[src/rtl/pbc_ram.sv]
module pbc_ram #(
  parameter int WIDTH = 8,
  parameter int DEPTH = 256
) (
  input  logic                     clk,
  input  logic                     wr_en,
  input  logic [$clog2(DEPTH)-1:0] wr_addr,
  input  logic [WIDTH-1:0]         wr_data,
  input  logic                     rd_en,
  input  logic [$clog2(DEPTH)-1:0] rd_addr,
  output logic [WIDTH-1:0]         rd_data
);

  logic [WIDTH-1:0] mem [DEPTH];

  // write port
  always_ff @(posedge clk) begin
    if (wr_en) begin
      mem[wr_addr] <= wr_data;
    end
  end

  // registered read port, old data on a same-address write
  always_ff @(posedge clk) begin
    if (rd_en) begin
      rd_data <= mem[rd_addr];
    end
  end

endmodule

[config.mk]
export PLATFORM = sky130hd
export DESIGN_NAME = pbc_ram
export DESIGN_NICKNAME = d
export VERILOG_FILES = /design/src/rtl/pbc_ram.sv
export SDC_FILE = /design/constraint.sdc
export NUM_CORES = 2
export LEC_CHECK = 0
export BUFFER_PORTS_ARGS = -buffer_cell sky130_fd_sc_hd__buf_2
export CAP_MARGIN = 0
export CELL_PAD_IN_SITES_DETAIL_PLACEMENT = 1
export CELL_PAD_IN_SITES_GLOBAL_PLACEMENT = 1
export CORE_MARGIN = 10
export CORE_UTILIZATION = 30
export DETAILED_ROUTE_END_ITERATION = 8
export PLACE_DENSITY = 0.5
export SLEW_MARGIN = 20
export SYNTH_ARGS = -nofsm -noshare
export SYNTH_HDL_FRONTEND = slang
export SYNTH_SLANG_ARGS = --single-unit
[constraint.sdc]
create_clock -name clk -period 2.4 [get_ports clk]
set_input_delay 0.36 -clock clk [delete_from_list [all_inputs] [get_ports clk]]
set_output_delay 0.36 -clock clk [all_outputs]
set_load 0.01 [all_outputs]
Word-level counts from Yosys, hierarchy flattened. Memories as Yosys holds them, arrays and structs flattened. A register that Yosys moved wholly into a read port is not among the register bits. Index checks and enable logic that the tools add are counted.

Output and inout bits: 8. Memories kept: 1. Logic and storage cells: 3. Register bits after elaboration: 0. Bits in writable memories: 2048. Input port bits: 27.

Memories: mem (words 256, width 8, rd ports 1, clocked after memory_dff 1, wr ports 1, RTL line 14) `logic [WIDTH-1:0] mem [DEPTH];`.

Muxes and demuxes: 2.

Operator list (count): 1-bit 2-to-1 mux (2).

Longest topological paths before layout.
Depth in word-level cells: 2. Gate-level depth with buffers: 11. Gate-level depth less buffers: 6.

Worst setup path after synthesis. OpenSTA, ideal clock, no wires.

Path kind: input -> register. Start point: in rd_addr[0]. End point: reg rd_data[2] (read register of mem), data pin. Slack: -0.036 ns. Required time: 2.131 ns. Arrival: 2.167 ns. Setup time: 0.269 ns. Cell stages on the path: 9. Buffers on the path: 4. Cell sequence: buf_6 buf_12 buf_8 buf_2 mux4_2 a22oi_1 a21oi_1 nor4_1 nor4_2.

RTL lines: from (decl) (RTL line 10) `input logic [$clog2(DEPTH)-1:0] rd_addr,`; to (decl) (RTL line 11) `output logic [WIDTH-1:0] rd_data`.

==> run metrics <==
primary flip-flop cell chosen by synthesis mapping=sky130_fd_sc_hd__edfxtp_1; Hold Slack=0.265 ns; number of max-capacitance violations reported=0; required time of the critical path=3.01 ns; Pleak=31.4 nW; count of cell types in the netlist=54; clock tree from TritonCTS=built; RSZ-0062 raised after global routing=yes; source of the worst register-to-register timing path=mem[67][0]$_DFFE_PP_; buffer depth of the longest clock path=3; reg-to-reg critical path endpoint=rd_data[0]$_DFFE_PP_; critical path arrival=3.16 ns; Synthesis Warnings=0; register area=61700 um2; number of nets produced by synthesis=3760; Tmin final=2.55 ns; run status=finished with violations; height of the chip=535 um; top-count cell post-synth=sky130_fd_sc_hd__edfxtp_1; area post-placement=90500 um2; # fillers=25700; number of buffers inserted by port buffering=34; antenna violations before repair=22; Flop pwr share=52.0%; Cells after Synth=3733; layout cells sized above 1=35.2%; final setup fails=2; setup clock skew after layout=0.0422 ns; horizontal die dimension=535 um; nature of the critical path startpoint=flop; number of buffers inserted during clock tree synthesis=214; mean area per synthesized cell=21.3 um2; top cells by area in the synthesized netlist=sky130_fd_sc_hd__edfxtp_1, sky130_fd_sc_hd__mux4_2, sky130_fd_sc_hd__mux2i_1; routability congestion estimate=0.796; floorplan die area=286000 um2; signed area change from the synthesized netlist to the final layout=22.6%; type of the worst setup path=flop to flop; I/O pin total=35; relative slew slack=39.8%; crit path max fanout=1; Global Route Usage Sum=16.1%; wire length after detailed routing=236000 um; remaining global-route overflow=0; DR pass1 iterations=5; Sinks on Clock Net=2056; antenna viol nets, final=0; final critical-path share of the clock period=106%; buffer type at the clock tree root=sky130_fd_sc_hd__clkbuf_16; register-to-register setup slack=-0.15 ns; clk_lat worst skew=0.87 ns; Pwr per Cell Area=781 nW/um2; Clock power frac=41.9%; portion of the post-synthesis area used by sequential elements=77.5%; Cell Int Power=59.4 mW; Core Rows=189; post-detailed-placement half-perimeter wirelength=158000 um; vias=41300; count of routing violations after the opening detailed-route iteration=3570; finished layout cell area=97600 um2; number of cells on the worst hold path=4; violated checks=setup timing; area taken by multi-input logic gates=16900 um2; Net Sw Frac=22.1%; Worst-path clk slew=0.07 ns; net switching power=16.8 mW; number of nets in the layout=4600; hold endpoint=mem[206][1]$_DFFE_PP_; vias per cell=4.98; core box area=265000 um2; via count of the first global-routing pass=43800; FF+latch count, synth=2056; async set or reset register ratio after synthesis=0%; starting utilization of the core area=30.1%; Routed wire per std cell=28.5 um; largest net degree at the start of global routing=97; start point of the worst hold path=wr_addr[2]; cell type with the highest aggregate area in the netlist=sky130_fd_sc_hd__edfxtp_1; leading post-synthesis cells by instance count=sky130_fd_sc_hd__edfxtp_1, sky130_fd_sc_hd__mux4_2, sky130_fd_sc_hd__nor2_1; summed instance area of the synthesized netlist=79600 um2; number of flops mapped to enable cells by yosys=2056; remaining routing DRC violations=0; number of pins with negative max-slew slack in the final report=0; HP Class=input port to flop; Max rail drop VDD=0.742 mV; global-route wire length before repair=335000 um; Worst R2R Path Depth=6; H-tree depth reported by CTS=4; logic gate share of total power=6.1%; final hold violation count=0; final worst setup slack=-0.151 ns; category of the worst setup path capture point=flop; fraction of post-synthesis cell area in the top cell type by area=77.5%; transition time at the pin with the least slew margin=0.904 ns; highest attainable clock frequency=392 MHz
==> what timing repair did <==
item / 4_1_cts / 5_1_grt
cloned: 0 / 0
setup endpoints to repair: 8 / 8
pin swaps: 18 / 11
hold endpoints to repair: 301 / 2
hold buffers: 8 / 1
buffers inserted: 0 / 0
gates resized for setup: 41 / 25
==> final cells by class <==
class | instances | share of cell area (%)
clock inverters | 140 | 1.18
repair buffers | 857 | 8.06
inverters | 2 | 0.00769
flip-flops and latches | 2056 | 63.2
multi-input cells | 1442 | 17.3
well taps | 3533 | 4.53
clock buffers | 256 | 5.67
diodes | 4 | 0.0103
==> worst max-delay path by stage <==
stage | depth (start not counted) | startpoint | endpoint
6_report | 6 | mem[67][0]$_DFFE_PP_ | rd_data[0]$_DFFE_PP_
5_1_grt | 6 | mem[86][0]$_DFFE_PP_ | rd_data[0]$_DFFE_PP_
4_1_cts | 6 | mem[82][0]$_DFFE_PP_ | rd_data[0]$_DFFE_PP_
3_5_place_dp | 10 | rd_addr[0] | rd_data[0]$_DFFE_PP_
3_3_place_gp | 10 | rd_addr[0] | rd_data[0]$_DFFE_PP_
2_1_floorplan | 9 | rd_addr[0] | rd_data[0]$_DFFE_PP_
==> placed cells by master, fill, tap and decap left out, types with 10 or more instances in the layout <==
master and count:
sky130_fd_sc_hd__nand3_1 25, sky130_fd_sc_hd__nor3_1 16, sky130_fd_sc_hd__clkbuf_16 215, sky130_fd_sc_hd__nand2_1 33, sky130_fd_sc_hd__nand4_1 10, sky130_fd_sc_hd__bufinv_16 14
sky130_fd_sc_hd__edfxtp_1 2056, sky130_fd_sc_hd__buf_8 10, sky130_fd_sc_hd__o211ai_1 10, sky130_fd_sc_hd__mux2i_1 134, sky130_fd_sc_hd__a22oi_1 131, sky130_fd_sc_hd__nor4_2 10
sky130_fd_sc_hd__clkinv_1 60, sky130_fd_sc_hd__nor2b_1 25, sky130_fd_sc_hd__mux4_2 454, sky130_fd_sc_hd__buf_4 702, sky130_fd_sc_hd__o221ai_1 46, sky130_fd_sc_hd__o22ai_1 28
sky130_fd_sc_hd__nor4_1 11, sky130_fd_sc_hd__buf_2 22, sky130_fd_sc_hd__buf_12 110, sky130_fd_sc_hd__nor2_1 276, sky130_fd_sc_hd__a21oi_1 96, sky130_fd_sc_hd__clkbuf_1 41
sky130_fd_sc_hd__clkinv_2 44
==> stage by stage <==
step	setup slack (ns)	utilization [%]	cells	TNS, ns	total power [mW]
finish	-0.151	36.9	8290	-0.153	76.2
global route	-0.213	36.9	8287	-0.306	78.8
CTS	-0.201	36.8	8285	-0.252	77.2
detailed placement	-1.40	34.2	7882	-8.89	45.0
global placement	-1.34	34.2	7882	-8.86	45.0
floorplan	-0.00348	-	3733	-0.00696	42.3
==> power by group through the flow <==
stage	logic, mW	clock network [mW]	registers, mW
final	4.62	32.0	39.7
after global routing	4.90	34.2	39.6
after CTS	4.69	32.8	39.7
after detailed placement	4.61	0	40.4
after global placement	4.55	0	40.4
after floorplan	1.93	0	40.4
==> per-layer routing <==
| metal | part of all wire, % | global-route usage, % | up-vias |
|---|---|---|---|
| met4 | 2.1 | 3.81 | 0 |
| met3 | 4.4 | 2.16 | 271 |
| met1 | 44 | 22.4 | 22700 |
| li1 | - | - | 17400 |
| met5 | 0 | 0 | - |
| met2 | 49 | 26.9 | 946 |
==> kinds of logic after synthesis <==
group	synth area share, %
buf+inv	1.83
simple gates	2.63
mux	14.6
compound gates	3.42
flops	77.5
==> worst max-delay path: stages (launching register included) <==
cell	delay [ns]
sky130_fd_sc_hd__edfxtp_1	0.41
sky130_fd_sc_hd__mux4_2	0.48
sky130_fd_sc_hd__mux4_2	0.55
sky130_fd_sc_hd__nor2b_4	0.17
sky130_fd_sc_hd__nor4_4	0.41
sky130_fd_sc_hd__buf_4	0.24
sky130_fd_sc_hd__nor4_2	0.04
==> sequential cells by signal, summed over array words and instances (netlist names) <==
register  count
mem        2048
rd_data       8
No activity file was read; power rests on OpenSTA's default activity.
